==> src/rmod_pkg.sv <==
// Shared types and constants of the region-of-interest motion onset detector.
// Depends on nothing; every other file imports it.
package rmod_pkg;

	localparam int MAX_DIM = 1024;

	localparam int PIX_W     = 8;
	localparam int COORD_W   = 10;
	localparam int DIM_W     = 11;
	localparam int THR_W     = 8;
	localparam int SUM_W     = 28;
	localparam int AREA_W    = 2 * DIM_W;
	localparam int BOUND_W   = THR_W + AREA_W;
	localparam int RUN_W     = 2;
	localparam int EDGE_W    = DIM_W + 1;
	localparam int LIMIT_W   = $clog2(MAX_DIM) + 2;
	localparam int CFG_IDX_W = 3;
	localparam int CFG_DATA_W = DIM_W;

	localparam logic [LIMIT_W-1:0] DIM_LIMIT = LIMIT_W'(MAX_DIM);
	localparam logic [SUM_W-1:0]   SUM_MAX   = {SUM_W{1'b1}};

	// register indexes
	localparam logic [CFG_IDX_W-1:0] CFG_ROI_X    = 3'd0;
	localparam logic [CFG_IDX_W-1:0] CFG_ROI_Y    = 3'd1;
	localparam logic [CFG_IDX_W-1:0] CFG_ROI_W    = 3'd2;
	localparam logic [CFG_IDX_W-1:0] CFG_ROI_H    = 3'd3;
	localparam logic [CFG_IDX_W-1:0] CFG_DIFF_THR = 3'd4;
	localparam logic [CFG_IDX_W-1:0] CFG_MEAN_THR = 3'd5;

	localparam logic [COORD_W-1:0] RST_ROI_X    = 10'd80;
	localparam logic [COORD_W-1:0] RST_ROI_Y    = 10'd70;
	localparam logic [DIM_W-1:0]   RST_ROI_W    = 11'd60;
	localparam logic [DIM_W-1:0]   RST_ROI_H    = 11'd40;
	localparam logic [THR_W-1:0]   RST_DIFF_THR = 8'd25;
	localparam logic [THR_W-1:0]   RST_MEAN_THR = 8'd10;
	localparam logic [AREA_W-1:0]  RST_AREA     = AREA_W'(60 * 40);
	localparam logic [BOUND_W-1:0] RST_BOUND    = BOUND_W'(10 * 60 * 40);

	localparam logic [RUN_W-1:0] RUN_ONSET = 2'd1;
	localparam logic [RUN_W-1:0] RUN_MAX   = 2'd2;

	typedef struct packed {
		logic [PIX_W-1:0]   now_pixel;
		logic [PIX_W-1:0]   prev_pixel;
		logic [COORD_W-1:0] col;
		logic [COORD_W-1:0] row;
		logic               frame_last;
	} pix_t;

	typedef struct packed {
		logic             detected;
		logic             roi_active;
		logic [SUM_W-1:0] roi_sum;
	} res_t;

	typedef struct packed {
		logic [COORD_W-1:0] roi_x;
		logic [COORD_W-1:0] roi_y;
		logic [DIM_W-1:0]   roi_w;
		logic [DIM_W-1:0]   roi_h;
		logic [THR_W-1:0]   diff_thr;
		logic [THR_W-1:0]   mean_thr;
	} cfg_t;

	// kept difference of one pixel, already gated by region membership
	typedef struct packed {
		logic [PIX_W-1:0] diff;
		logic             last;
	} acc_t;

endpackage

==> src/rmod_cfg_regs.sv <==
// Configuration registers and the registered activity bound mean_thr * w * h.
// Depends on rmod_pkg.
module rmod_cfg_regs
	import rmod_pkg::*;
(
	input  logic                  clk,
	input  logic                  arst_n,
	input  logic                  cfg_valid,
	output logic                  cfg_ready,
	input  logic [CFG_IDX_W-1:0]  cfg_index,
	input  logic [CFG_DATA_W-1:0] cfg_data,
	output cfg_t                  cfg,
	output logic [BOUND_W-1:0]    bound
);

	cfg_t               cfg_q;
	logic [AREA_W-1:0]  area_q;
	logic [BOUND_W-1:0] bound_q;

	assign cfg_ready = 1'b1;

	always_ff @(posedge clk or negedge arst_n) begin
		if (!arst_n) begin
			cfg_q.roi_x    <= RST_ROI_X;
			cfg_q.roi_y    <= RST_ROI_Y;
			cfg_q.roi_w    <= RST_ROI_W;
			cfg_q.roi_h    <= RST_ROI_H;
			cfg_q.diff_thr <= RST_DIFF_THR;
			cfg_q.mean_thr <= RST_MEAN_THR;
		end else if (cfg_valid && cfg_ready) begin
			unique case (cfg_index)
				CFG_ROI_X:    cfg_q.roi_x    <= cfg_data[COORD_W-1:0];
				CFG_ROI_Y:    cfg_q.roi_y    <= cfg_data[COORD_W-1:0];
				CFG_ROI_W:    cfg_q.roi_w    <= cfg_data[DIM_W-1:0];
				CFG_ROI_H:    cfg_q.roi_h    <= cfg_data[DIM_W-1:0];
				CFG_DIFF_THR: cfg_q.diff_thr <= cfg_data[THR_W-1:0];
				CFG_MEAN_THR: cfg_q.mean_thr <= cfg_data[THR_W-1:0];
				default: ;
			endcase
		end
	end

	// two multiplies, one register each; a roi_w or roi_h write reaches bound via area_q, then bound_q
	always_ff @(posedge clk or negedge arst_n) begin
		if (!arst_n) begin
			area_q  <= RST_AREA;
			bound_q <= RST_BOUND;
		end else begin
			area_q  <= AREA_W'(cfg_q.roi_w) * AREA_W'(cfg_q.roi_h);
			bound_q <= BOUND_W'(cfg_q.mean_thr) * BOUND_W'(area_q);
		end
	end

	assign cfg   = cfg_q;
	assign bound = bound_q;

endmodule

==> src/rmod_pixel_stage.sv <==
// Input register and per-pixel work: absolute difference, threshold-to-zero,
// region membership. Feeds the accumulator through the second stage register.
// Depends on rmod_pkg.
module rmod_pixel_stage
	import rmod_pkg::*;
(
	input  logic clk,
	input  logic arst_n,
	input  logic pix_valid,
	output logic pix_stall,
	input  pix_t pix,
	input  cfg_t cfg,
	input  logic take,
	output logic vld_s2,
	output acc_t acc_s2
);

	logic               vld_s1;
	pix_t               pix_s1;
	logic               s1_free;
	logic               s2_free;
	logic [PIX_W-1:0]   diff_raw;
	logic [EDGE_W-1:0]  col_end;
	logic [EDGE_W-1:0]  row_end;
	logic               in_img;
	logic               in_roi;
	acc_t               acc_d;

	assign s2_free   = !vld_s2 || take;
	assign s1_free   = !vld_s1 || s2_free;
	assign pix_stall = !s1_free;

	always_comb begin
		diff_raw = (pix_s1.now_pixel > pix_s1.prev_pixel) ?
			(pix_s1.now_pixel - pix_s1.prev_pixel) :
			(pix_s1.prev_pixel - pix_s1.now_pixel);
		col_end  = EDGE_W'(cfg.roi_x) + EDGE_W'(cfg.roi_w);
		row_end  = EDGE_W'(cfg.roi_y) + EDGE_W'(cfg.roi_h);
		in_img   = (LIMIT_W'(pix_s1.col) < DIM_LIMIT) && (LIMIT_W'(pix_s1.row) < DIM_LIMIT);
		in_roi   = (pix_s1.col >= cfg.roi_x) && (EDGE_W'(pix_s1.col) < col_end) &&
			(pix_s1.row >= cfg.roi_y) && (EDGE_W'(pix_s1.row) < row_end);
		acc_d.diff = (diff_raw > cfg.diff_thr && in_img && in_roi) ? diff_raw : '0;
		acc_d.last = pix_s1.frame_last;
	end

	always_ff @(posedge clk or negedge arst_n) begin
		if (!arst_n) begin
			vld_s1 <= 1'b0;
			vld_s2 <= 1'b0;
		end else begin
			if (s1_free) begin
				vld_s1 <= pix_valid;
			end
			if (s2_free) begin
				vld_s2 <= vld_s1;
			end
		end
	end

	always_ff @(posedge clk) begin
		if (pix_valid && s1_free) begin
			pix_s1 <= pix;
		end
		if (vld_s1 && s2_free) begin
			acc_s2 <= acc_d;
		end
	end

`ifndef SYNTHESIS
	// a frame-end item waiting on the result register must not be dropped or changed
	a_s2_hold: assert property (@(posedge clk) disable iff (!arst_n)
		(vld_s2 && !take) |=> (vld_s2 && $stable(acc_s2)))
		else $error("second stage item lost while held");
`endif

endmodule

==> src/rmod_frame_acc.sv <==
// Frame accumulator: saturating region sum, activity compare at frame end,
// onset run counter and the result register. Depends on rmod_pkg.
module rmod_frame_acc
	import rmod_pkg::*;
(
	input  logic               clk,
	input  logic               arst_n,
	input  logic               vld_s2,
	input  acc_t               acc_s2,
	input  logic [BOUND_W-1:0] bound,
	output logic               take,
	output logic               res_valid,
	input  logic               res_stall,
	output res_t               res
);

	logic [SUM_W-1:0] sum_q;
	logic [RUN_W-1:0] run_q;
	logic             res_valid_q;
	res_t             res_q;
	logic             res_free;
	logic [SUM_W:0]   sum_add;
	logic [SUM_W-1:0] sum_new;
	logic             active;
	logic [RUN_W-1:0] run_nxt;

	assign res_free = !res_valid_q || !res_stall;
	// items without frame end never need the result register
	assign take     = vld_s2 && (!acc_s2.last || res_free);

	always_comb begin
		sum_add = (SUM_W + 1)'(sum_q) + (SUM_W + 1)'(acc_s2.diff);
		sum_new = (sum_add > (SUM_W + 1)'(SUM_MAX)) ? SUM_MAX : sum_add[SUM_W-1:0];
		active  = BOUND_W'(sum_new) >= bound;
		if (!active) begin
			run_nxt = '0;
		end else if (run_q == RUN_MAX) begin
			run_nxt = RUN_MAX;
		end else begin
			run_nxt = run_q + RUN_W'(1);
		end
	end

	always_ff @(posedge clk or negedge arst_n) begin
		if (!arst_n) begin
			sum_q       <= '0;
			run_q       <= '0;
			res_valid_q <= 1'b0;
		end else begin
			if (take) begin
				sum_q <= acc_s2.last ? '0 : sum_new;
				if (acc_s2.last) begin
					run_q <= run_nxt;
				end
			end
			if (res_free) begin
				res_valid_q <= take && acc_s2.last;
			end
		end
	end

	always_ff @(posedge clk) begin
		if (take && acc_s2.last) begin
			res_q.detected   <= (run_nxt == RUN_ONSET);
			res_q.roi_active <= active;
			res_q.roi_sum    <= sum_new;
		end
	end

	assign res_valid = res_valid_q;
	assign res       = res_q;

`ifndef SYNTHESIS
	a_onset_active: assert property (@(posedge clk) disable iff (!arst_n)
		res_valid |-> (!res.detected || res.roi_active))
		else $error("onset reported on inactive frame");

	a_frame_clear: assert property (@(posedge clk) disable iff (!arst_n)
		(take && acc_s2.last) |=> (sum_q == '0 && res_valid))
		else $error("frame end did not clear sum or load result");

	a_onset_run: assert property (@(posedge clk) disable iff (!arst_n)
		(take && acc_s2.last) |=> (res.detected == (run_q == RUN_ONSET)))
		else $error("onset flag disagrees with run counter");
`endif

endmodule

==> src/roi_motion_onset_detector.sv <==
// Top level of the region-of-interest motion onset detector.
// Depends on rmod_pkg, rmod_cfg_regs, rmod_pixel_stage, rmod_frame_acc.
//
//   channel | handshake             | payload
//   --------+-----------------------+--------------------------------------
//   pix     | pix_valid / pix_stall | pix_t: pixel pair, col, row, frame end
//   res     | res_valid / res_stall | res_t: detected, roi_active, roi_sum
//   cfg     | cfg_valid / cfg_ready | cfg_index, cfg_data (ready always high)
//
// One pixel item per cycle while pix_stall is low; a frame-end item yields its
// result through the input register at the accepting edge, then the difference
// register and the result register.
// Reset clears the sum, the run counter and all valid flags, and loads the
// register defaults. A stalled result blocks only once a frame-end item reaches
// the second stage; pixels in between keep flowing. The bound register follows
// a configuration write through the registered area product.
module roi_motion_onset_detector
	import rmod_pkg::*;
(
	input  logic                  clk,
	input  logic                  arst_n,
	input  logic                  pix_valid,
	output logic                  pix_stall,
	input  pix_t                  pix,
	output logic                  res_valid,
	input  logic                  res_stall,
	output res_t                  res,
	input  logic                  cfg_valid,
	output logic                  cfg_ready,
	input  logic [CFG_IDX_W-1:0]  cfg_index,
	input  logic [CFG_DATA_W-1:0] cfg_data
);

	cfg_t               cfg;
	logic [BOUND_W-1:0] bound;
	logic               take;
	logic               vld_s2;
	acc_t               acc_s2;

	rmod_cfg_regs u_cfg (
		.clk       (clk),
		.arst_n    (arst_n),
		.cfg_valid (cfg_valid),
		.cfg_ready (cfg_ready),
		.cfg_index (cfg_index),
		.cfg_data  (cfg_data),
		.cfg       (cfg),
		.bound     (bound)
	);

	rmod_pixel_stage u_pixel (
		.clk       (clk),
		.arst_n    (arst_n),
		.pix_valid (pix_valid),
		.pix_stall (pix_stall),
		.pix       (pix),
		.cfg       (cfg),
		.take      (take),
		.vld_s2    (vld_s2),
		.acc_s2    (acc_s2)
	);

	rmod_frame_acc u_acc (
		.clk       (clk),
		.arst_n    (arst_n),
		.vld_s2    (vld_s2),
		.acc_s2    (acc_s2),
		.bound     (bound),
		.take      (take),
		.res_valid (res_valid),
		.res_stall (res_stall),
		.res       (res)
	);

endmodule
==> config.mk <==
export PLATFORM = sky130hd
export DESIGN_NAME = roi_motion_onset_detector
export DESIGN_NICKNAME = d
export VERILOG_FILES = /design/src/rmod_pkg.sv /design/src/rmod_cfg_regs.sv /design/src/rmod_pixel_stage.sv /design/src/rmod_frame_acc.sv /design/src/roi_motion_onset_detector.sv
export SDC_FILE = /design/constraint.sdc
export NUM_CORES = 1
export LEC_CHECK = 0
export BUFFER_PORTS_ARGS = -buffer_cell sky130_fd_sc_hd__clkbuf_2
export CAP_MARGIN = 20
export CORE_ASPECT_RATIO = 0.7
export CORE_MARGIN = 5
export CORE_UTILIZATION = 40
export CTS_BUF_LIST = sky130_fd_sc_hd__clkbuf_4 sky130_fd_sc_hd__clkbuf_8
export CTS_CLUSTER_SIZE = 28
export DETAILED_ROUTE_END_ITERATION = 16
export PLACE_DENSITY = 0.62
export SYNTH_ARGS = -nofsm -noshare
export SYNTH_HDL_FRONTEND = slang
export SYNTH_SLANG_ARGS = --single-unit
export TNS_END_PERCENT = 100
==> constraint.sdc <==
create_clock -name clk -period 11.1 [get_ports clk]
set_input_delay 0.555 -clock clk [delete_from_list [all_inputs] [get_ports clk]]
set_output_delay 0.555 -clock clk [all_outputs]
set_load 0.02 [all_outputs]
==> results.cfg, run 1 <==
[yosys]
synth_edf_count = 76
avgSynthCellArea_um2 = 9.95
ys_ff_latch = 219
seq_area_frac_synth_pct = 28.9
ys_types = 77
synth_ff_type = dfrtp_1
async_reset_ff_share_pct = 65.3
yosysWarnings = 0
postSynthCellCount = 2050
syn_area_um2 = 20400
synth_nets = 2539

[worst_setup_path]
crit_path_max_fanout = 23
crit_chain = nand2_1 > fa_1 > inv_1 > fa_1 > fa_1 > fa_1 > ha_1 > or2_2 > a21oi_1 > a31oi_1 > a21oi_1 > a2bb2oi_1 > o41ai_2 > a21o_1 > a21oi_1 > xnor2_1
ff2ff_path_depth = 16
start_kind = flip-flop
cp-end-kind = flip-flop
reg2reg_from = u_cfg.cfg[7]
critPathLaunch = u_cfg.cfg[7]
path_common_cell = fa_1
worst-r2r-setup-slack_ps = 5480
required_ps = 11550
crit_type = reg2reg
worst_path_max_delay_cell = dfrtp_1
crit_arrival_ps = 6070
reg2reg_to = u_cfg.bound[28]
slowest_delay_ps = 860

[sta]
rsz0062_at_grt = false
worstMarginPinSlew_ps = 965
fin_tns_setup_ps = 0
period_share_pct = 50.6
setup_viol = 0
final.setup_skew_ps = 38.9
timing.final.crit_period_ps = 5620
max-slew-margin-rel_pct = 35.5
slew_viol_final = 0
hold_viol_final = 0
max_freq_mhz = 178

[clocking]
numCtsBuffers = 38
postCtsSetupBuffers = 0
cts_tree = yes
clock_sinks = 219
clk_latency_ps = 570
cts.root.buffer_cell = clkbuf_8
ctsHoldBuffers = 1
clock_path_buffers = 3
cts_resized = 0
h-tree-depth = 2
clk_pin_slew_ps = 70

[grt]
grt_pass1_wl_um = 77900
antenna_found_initial = 0
grt_pass1_vias = 14900
grt_start_max_net_pins = 79
overflow = 0
track_usage_pct = 16.9

[drt]
via_count = 14400
drc = 0
dr.pass1.iters = 5
routed_wl_um = 46300
avgRoutedWirePerCell_um = 16.4
drt_iter0_markers = 826
avgViaCountPerCell = 5.10
antenna_left = 0

[cells_and_area]
drive_above_1_share_pct = 11.6
syn_to_final_growth_pct = 9.72
antenna_cells = 0
fill_cells = 4846
multiInputGateArea_um2 = 13100
nNetsFinal = 2612
regArea_um2 = 5890

[run_status]
run_status = finished, final reports clean

[die]
die_h_um = 199
die_area_um2 = 55700
floorplan.rows = 69
initial_utilization_pct = 40.3
dieWidth_um = 280
io_pins = 89
coreArea_um2 = 50600

[worst_hold_path]
worst_hold_path_type = in2reg
hold_path_end = u_pixel.pix_s1[19]
hold_depth = 1
hold_start = pix[19]

[placed_design]
gp_congestion = 0.834
dp_hpwl_um = 36100
port_buffers = 87

[run]
drv_cap = 0
## cells in the mapped netlist (all sizes together) (15+ instances only)
cell type | count | area, µm²
dfstp | 27 | 709
a21oi | 88 | 444
xor2 | 29 | 254
a31oi | 16 | 100
nand2b | 21 | 134
and2 | 135 | 845
edfxtp | 76 | 2280
nand3 | 26 | 135
nor2 | 61 | 229
nand4 | 17 | 106
mux2 | 35 | 394
dfrtp | 116 | 2900
inv | 304 | 1140
nor2b | 19 | 119
xnor2 | 47 | 412
fa | 205 | 4100
o21ai | 74 | 374
o21a | 15 | 113
nand2 | 263 | 987
a21o | 44 | 330
clkbuf | 54 | 204
ha | 228 | 2850
## worst max-delay path by stage
stage	endpoint	slack, ps	cells after the start
after global routing	u_cfg.bound[28]	5130	16
after floorplan	u_cfg.area_q[20]	5750	18
final	u_cfg.bound[28]	5480	16
after detailed placement	u_cfg.area_q[20]	5460	17
after global placement	u_cfg.area_q[20]	5640	17
after CTS	u_cfg.area_q[20]	5430	17
## flip-flops by register name, summed over array words and instances (netlist names)
register,cells
u_pixel.pix_s1,36
u_acc.res_valid,1
u_acc.run_q,2
u_pixel.acc_s2,9
u_cfg.cfg,58
u_cfg.bound,30
u_pixel.acc_d,1
u_pixel.vld_s1,1
u_acc.res,30
u_acc.sum_q,28
u_pixel.vld_s2,1
u_cfg.area_q,22
## cell families (layout without fill, tap and decap cells)
| family | Yosys count | count (layout) | share of synthesized area [%] |
|---|---|---|---|
| buffers and inverters | 369 | 472 | 6.91 |
| XOR/XNOR | 76 | 76 | 3.26 |
| other | 1 | 1 | 0.0184 |
| multiplexers | 44 | 44 | 2.37 |
| flip-flops | 219 | 219 | 28.9 |
| AO/OA/AOI/OAI | 318 | 318 | 10.3 |
| AND/OR/NAND/NOR | 590 | 590 | 14.1 |
| adder cells (fa/ha/maj) | 433 | 433 | 34.1 |
## final cells by class
| class | instances | share of cell area [%] |
|---|---|---|
| Sequential cell | 219 | 26.3 |
| Multi-Input combinational cell | 1462 | 58.5 |
| Inverter | 304 | 5.10 |
| Clock inverter | 9 | 0.375 |
| Clock buffer | 61 | 3.39 |
| Timing Repair Buffer | 98 | 2.48 |
| Tap cell | 674 | 3.77 |
## through the flow
stage | cell area, µm² | utilization [%] | cells | hold slack [ps] | setup slack [ps]
global route | 22400 | 44.2 | 2827 | 97.9 | 5130
CTS | 22300 | 44.1 | 2823 | 112 | 5430
global placement | 21500 | 42.4 | 2752 | 404 | 5640
floorplan | 20400 | - | 2050 | 259 | 5750
finish | 22400 | 44.2 | 2827 | 154 | 5480
detailed placement | 21500 | 42.4 | 2752 | 430 | 5460
## cell usage in the layout, fill, tap and decap left out, types with 5 or more instances in the layout
cell and instances:
inv_1 304, nand2_1 263, ha_1 228, fa_1 205, and2_1 134, dfrtp_1 116
a21oi_1 87, clkbuf_2 86, edfxtp_1 76, o21ai_0 71, nor2_1 61, clkbuf_8 48
xnor2_1 47, a21o_1 44, mux2_2 35, xor2_1 29, dfstp_2 27, nand3_1 25
nand2b_1 20, nor2b_1 19, nand4_1 17, a31oi_1 16, o21a_1 15, clkbuf_4 14
and3_1 13, nor3_1 10, o21bai_1 9, mux2i_1 9, a22o_1 9, a211oi_1 6
buf_4 6, o22a_1 5
## per-layer routing
| metal | up-vias | global-route usage, % | part of all wire (%) |
|---|---|---|---|
| li1 | 6883 | - | - |
| met1 | 7134 | 25.1 | 49 |
| met2 | 316 | 26.2 | 44 |
| met3 | 71 | 3.14 | 5.2 |
| met4 | 0 | 3.32 | 1.9 |
| met5 | - | 0 | 0 |
## worst max-delay path: cells and delay by family, from the launching register on
kind,cells,cell delay (ps)
flops,1,860
simple gates,2,530
buf+inv,1,60
fa+ha+maj,5,2440
compound gates,7,1470
xor+xnor,1,140
Power of run 1 is left out: the tool's default activity adds up to more than one toggle a clock period on the data nets, which glitch-free logic cannot reach.
==> run 2, diff against run 1 <==
--- a/config.mk
+++ b/config.mk
@@ -5,6 +5,7 @@
 export SDC_FILE = /design/constraint.sdc
 export NUM_CORES = 1
 export LEC_CHECK = 0
+export ABC_AREA = 1
 export BUFFER_PORTS_ARGS = -buffer_cell sky130_fd_sc_hd__clkbuf_2
 export CAP_MARGIN = 20
 export CORE_ASPECT_RATIO = 0.7
@@ -13,7 +14,7 @@
 export CTS_BUF_LIST = sky130_fd_sc_hd__clkbuf_4 sky130_fd_sc_hd__clkbuf_8
 export CTS_CLUSTER_SIZE = 28
 export DETAILED_ROUTE_END_ITERATION = 16
-export PLACE_DENSITY = 0.62
+export PLACE_DENSITY = 0.64
 export SYNTH_ARGS = -nofsm -noshare
 export SYNTH_HDL_FRONTEND = slang
 export SYNTH_SLANG_ARGS = --single-unit
==> constraint.sdc (replaced) <==
create_clock -name clk -period 4.8 [get_ports clk]
set_input_delay 0.24 -clock clk [delete_from_list [all_inputs] [get_ports clk]]
set_output_delay 0.24 -clock clk [all_outputs]
set_load 0.02 [all_outputs]
==> results.cfg, run 2 <==
[sta]
postLayoutSetupSlackWorst_ps = 162
hold_viol_final = 0
max_freq_mhz = 216
final.setup_skew_ps = 47.0
period_share_pct = 96.6
max-slew-margin-rel_pct = 33.5
timing.final.crit_period_ps = 4640
setup_viol = 0
slew_viol_final = 0
worstMarginPinSlew_ps = 994

[placed_design]
gp_congestion = 0.899
port_buffers = 87
preCtsSetupSlack_ps = -0.464
dp.cells = 3402
dp_hpwl_um = 42000

[worst_setup_path]
path_buf_inv = 5
crit_arrival_ps = 5090
cp-end-kind = flip-flop
path_common_cell = fa_1
cp_top_family = adder cells
slowest_delay_ps = 580
start_kind = flip-flop
crit_path_max_fanout = 6
required_ps = 5250
crit_chain = nand2_1 > fa_1 > fa_1 > inv_1 > fa_1 > inv_1 > fa_1 > inv_1 > fa_1 > ha_4 > a21oi_2 > inv_1 > o21ai_0 > nand3b_1 > buf_4 > xor2_1
crit_type = reg2reg
worst_path_max_delay_cell = dfstp_2

[die]
floorplan.rows = 71
dieWidth_um = 287
coreArea_um2 = 53400
io_pins = 89
initial_utilization_pct = 40.2
die_area_um2 = 58400
die_h_um = 204

[yosys]
yosysWarnings = 0
synth_ff_type = dfrtp_1
synth.most_common_cell = nand2_1
yosys-top-cells-count = 714 x nand2_1, 568 x inv_1, 228 x ha_1
ys_types = 42
synth_top_area_cell = fa_1
syn_area_um2 = 21400
synth_nets = 3102
synth_edf_count = 76
async_reset_ff_share_pct = 65.3
ys_ff_latch = 219
synth_area_leaders = fa_1 19%, dfrtp_1 14%, ha_1 13%
avgSynthCellArea_um2 = 8.20
seq_area_frac_synth_pct = 27.5
postSynthCellCount = 2613
synth_top_cell_area_share_pct = 19.1

[clocking]
cts.root.buffer_cell = clkbuf_8
cts_tree = yes
clk_latency_ps = 580
h-tree-depth = 2
clock_path_buffers = 3
clock_sinks = 219
numCtsBuffers = 39
clk_pin_slew_ps = 60

[run]
drv_cap = 0

[grt]
grt_pass1_wl_um = 87300
track_usage_pct = 18.1
overflow = 0
antenna_found_initial = 0
grt_start_max_net_pins = 64
grt_pass1_vias = 17400

[cells_and_area]
drive_above_1_share_pct = 10.4
largest_reg_flops = 58
layout_commonest_cell = nand2_1
regArea_um2 = 5910
fill_cells = 5173
syn_to_final_growth_pct = 14.0
multiInputGateArea_um2 = 13200
antenna_cells = 0
mostFrequentLayoutCells = 714 x nand2_1, 568 x inv_1, 220 x ha_1
nNetsFinal = 3253
fin_cells = 3525
final_util_pct = 45.8

[pwr]
p_per_area_nw_per_um2 = 638
irDropWorstVdd_v = 0.000619
p_leak_nw = 13.6

[drt]
avgRoutedWirePerCell_um = 14.9
via_count = 17000
drc = 0
dr.pass1.iters = 7
routed_wl_um = 52600
antenna_left = 0
drt_iter0_markers = 1083
avgViaCountPerCell = 4.83

[worst_hold_path]
worst_hold_path_type = in2reg

[run_status]
run_status = finished, final reports clean
run 2: changes by cell type after synthesis, sizes merged, moves of 19 or more:
cell and delta:
a21o -29, a21oi +19, mux2 -35, nand2b -21
nand2 +454, and2 -134, inv +264, clkbuf +20
nor2b -19, o21ai +45, nand3 +31, xor2 +27
nor2 +38
run 2: final timing paths:
check                                 startpoint                end  slack (ps)  cells after the start
worst max-delay path               u_cfg.cfg[29]   u_cfg.area_q[15]         160                     16
worst min-delay path                 cfg_data[9]      u_cfg.cfg[25]          60                      3
worst max register to register     u_cfg.cfg[29]   u_cfg.area_q[15]         160                     16
worst min register to register  u_pixel.acc_d[0]  u_pixel.acc_s2[0]         430                      0
max in group asynchronous                 arst_n       u_cfg.cfg[2]        3480                      3
min in group asynchronous                 arst_n    u_cfg.bound[23]         220                      2
run 2: cells by family after synthesis:
kind of cell,after synthesis,synth area share [%]
flops,219,27.5
other cells,1,0.0175
compound gates,280,7.16
fa+ha+maj,433,32.5
xor+xnor,87,3.55
buf+inv,647,11.5
simple gates,946,17.8
run 2: routing by layer:
layer  vias to the layer above  share of wire, %  GRT usage, %
met4                         0               1.4          2.89
met3                        59               5.3          3.17
met2                       393                45          29.1
met5                         -                 0             0
met1                      8233                48          26.1
li1                       8344                 -             -
run 2: stage by stage:
| step | power (mW) | instance area, µm² | hold WS [ps] | TNS [ps] |
|---|---|---|---|---|
| 6_report | 15.6 | 24400 | 58.6 | 0 |
| 2_1_floorplan | 10.6 | 21400 | -55.6 | 0 |
| 3_5_place_dp | 13.2 | 22900 | 249 | -0.464 |
| 5_1_grt | 17.4 | 24400 | 62.5 | -1.08 |
| 3_3_place_gp | 13.1 | 22900 | 248 | 0 |
| 4_1_cts | 15.3 | 24200 | 10.6 | -7.44 |
run 2: report_power, final:
part	switching (mW)	total [mW]	internal (mW)
registers	0.474	2.99	2.52
logic	6.45	10.7	4.24
clock network	0.849	1.92	1.08
total	7.78	15.6	7.83
run 2: worst register-to-register path: cells and delay by family, from the launching register on:
family / cells / cell delay, ps
adder cells (fa/ha/maj): 6 / 2860
flip-flops: 1 / 580
buffers and inverters: 5 / 400
AO/OA/AOI/OAI: 2 / 330
AND/OR/NAND/NOR: 2 / 210
XOR/XNOR: 1 / 130
run 2: final cells by class:
cell class | count | share of cell area, %
multi-input cells | 1747 | 54.1
flip-flops and latches | 219 | 24.2
inverters | 568 | 8.72
repair buffers | 189 | 5.76
well taps | 730 | 3.74
clock buffers | 53 | 2.73
clock inverters | 19 | 0.742
run 2: repair_timing:
item / in CTS / in global routing
endpoints found under the hold margin: 88 / 0
buffers inserted: 0 / 9
hold buffers: 41 / 0
resized for setup: 4 / 43
setup endpoints to repair: 2 / 25
cloned: 0 / 0
pin swaps: 0 / 13
No activity file was read; power rests on OpenSTA's default activity.
==> run 3, diff against run 2 <==
--- a/config.mk
+++ b/config.mk
@@ -6,10 +6,9 @@
 export NUM_CORES = 1
 export LEC_CHECK = 0
 export ABC_AREA = 1
-export BUFFER_PORTS_ARGS = -buffer_cell sky130_fd_sc_hd__clkbuf_2
+export BUFFER_PORTS_ARGS = -buffer_cell sky130_fd_sc_hd__buf_4
 export CAP_MARGIN = 20
 export CORE_ASPECT_RATIO = 0.7
-export CORE_MARGIN = 5
 export CORE_UTILIZATION = 40
 export CTS_BUF_LIST = sky130_fd_sc_hd__clkbuf_4 sky130_fd_sc_hd__clkbuf_8
 export CTS_CLUSTER_SIZE = 28
==> results.cfg, run 3 (synthesis gave the netlist of run 2 again) <==
[run_status]
run_status = finished, final reports clean

[clocking]
clock_path_buffers = 3
numCtsBuffers = 37
cts.root.buffer_cell = clkbuf_8
cts_tree = yes
clk_pin_slew_ps = 60
clk_latency_ps = 550
h-tree-depth = 2
clock_sinks = 219

[worst_setup_path]
path_common_cell = fa_1
crit_arrival_ps = 5110
crit_chain = buf_12 > nand2_1 > fa_1 > inv_1 > fa_1 > fa_1 > fa_1 > fa_1 > ha_4 > nand2_1 > nor2_1 > nand2_1 > o211ai_1 > nand2_1 > nand3_1 > xor2_1
worst-r2r-setup-slack_ps = 160
worst_path_max_delay_cell = dfstp_2
slowest_delay_ps = 570
cp-end-kind = flip-flop
start_kind = flip-flop
crit_path_max_fanout = 11
required_ps = 5270
crit_type = reg2reg

[grt]
grt_pass1_vias = 17300
track_usage_pct = 19.6
overflow = 0
gr-max-usage-layer = met2
antenna_found_initial = 0
grt_start_max_net_pins = 68
grt_pass1_wl_um = 86900
met3_usage_pct = 3.67
use_met1_pct = 28.1
met2_usage_pct = 31.1

[drt]
drt_iter0_markers = 1011
drc = 0
antenna_left = 0
avgViaCountPerCell = 4.93
dr.pass1.iters = 5
avgRoutedWirePerCell_um = 15.1
via_count = 17100
routed_wl_um = 52500

[sta]
hold_viol_final = 0
timing.final.crit_period_ps = 4640
fin_tns_setup_ps = 0
worstMarginPinSlew_ps = 752
period_share_pct = 96.7
max_freq_mhz = 215
setup_viol = 0
final.setup_skew_ps = 29.5
max-slew-margin-rel_pct = 49.7
slew_viol_final = 0

[pwr]
irDropWorstVdd_v = 0.000427
power_frac_comb_pct = 69.7
p_sw_share_pct = 49.7
switchingPower_mw = 7.86
pwr-share-seq_pct = 18.8
power.share.clock_pct = 11.5
total_power_mw = 15.8
p_leak_nw = 13.7
internal_power_mw = 7.94
p_per_area_nw_per_um2 = 645

[die]
coreArea_um2 = 52600
die_h_um = 196
floorplan.rows = 70
io_pins = 89
dieWidth_um = 279
die_area_um2 = 54500
initial_utilization_pct = 40.8

[worst_hold_path]
worst_hold_path_type = in2reg

[cells_and_area]
syn_to_final_growth_pct = 14.3
nNetsFinal = 3250
fill_cells = 5079
fin_cells = 3474
layout_commonest_cell = nand2_1
mostFrequentLayoutCells = 713 x nand2_1, 568 x inv_1, 222 x ha_1
drive_above_1_share_pct = 9.89
largest_reg_flops = 58
antenna_cells = 0

[placed_design]
gp_congestion = 0.918
dp_hpwl_um = 42100
dp.cells = 3362
port_buffers = 87

[run]
drv_cap = 0
==> run 3: routing by layer <==
layer / part of all wire (%) / vias to the layer above
met5: 0 / -
met4: 1.4 / 0
met3: 6.4 / 73
met2: 44 / 457
met1: 48 / 8260
li1: - / 8327
==> run 3: worst paths after layout <==
kind                                        from                end  cells past startpoint
worst max register to register     u_cfg.cfg[31]   u_cfg.area_q[21]                     16
min in group asynchronous                 arst_n    u_cfg.bound[25]                      2
worst max-delay path               u_cfg.cfg[31]   u_cfg.area_q[21]                     16
worst min-delay path                 cfg_data[9]      u_cfg.cfg[36]                      3
max in group asynchronous                 arst_n      u_cfg.cfg[21]                      3
worst min register to register  u_pixel.acc_d[0]  u_pixel.acc_s2[0]                      0
==> run 3: worst max-delay path, delay by kind of cell (launching register included) <==
family | cells | cell delay [ps]
adders and majority gates | 6 | 2890
buffers and inverters | 2 | 200
AOI/OAI and AO/OA | 1 | 110
DFF | 1 | 570
and+or+nand+nor | 6 | 630
xor gates and xnor gates | 1 | 150
==> run 3: power groups by stage <==
| stage | clock [mW] | combinational (mW) | sequential [mW] |
|---|---|---|---|
| 3_5_place_dp | 0 | 10.6 | 3.00 |
| 6_report | 1.81 | 11.0 | 2.97 |
| 2_1_floorplan | 0 | 7.89 | 2.71 |
| 4_1_cts | 1.87 | 10.8 | 2.96 |
| 5_1_grt | 1.95 | 12.7 | 3.02 |
| 3_3_place_gp | 0 | 10.5 | 2.99 |
==> run 3: final cells by class <==
class                   count  area [µm²]  area share [%]
inverters                 568        2130            8.70
clock buffers              60         732            2.99
clock inverters             8        66.3           0.271
flip-flops and latches    219        5900            24.1
multi-input cells        1747       13200            53.9
well taps                 684         856            3.49
repair buffers            188        1600            6.54
==> run 3: timing repair <==
item,4_1_cts,5_1_grt
pin swaps,0,2
hold endpoints to repair,98,0
buffers inserted,1,1
setup endpoints to repair,2,26
gates resized for setup,5,33
hold buffers,41,0
==> run 3: stage by stage <==
step                instance area [µm²]  util [%]  setup WS, ps  hold slack (ps)
global placement                  23100      44.0         -14.4              278
global route                      24500      46.6         -6.89             39.3
finish                            24500      46.6           159             49.8
detailed placement                23100      44.0         -6.65              294
floorplan                         21400         -          6.15            -55.6
CTS                               24400      46.4          37.2             21.5
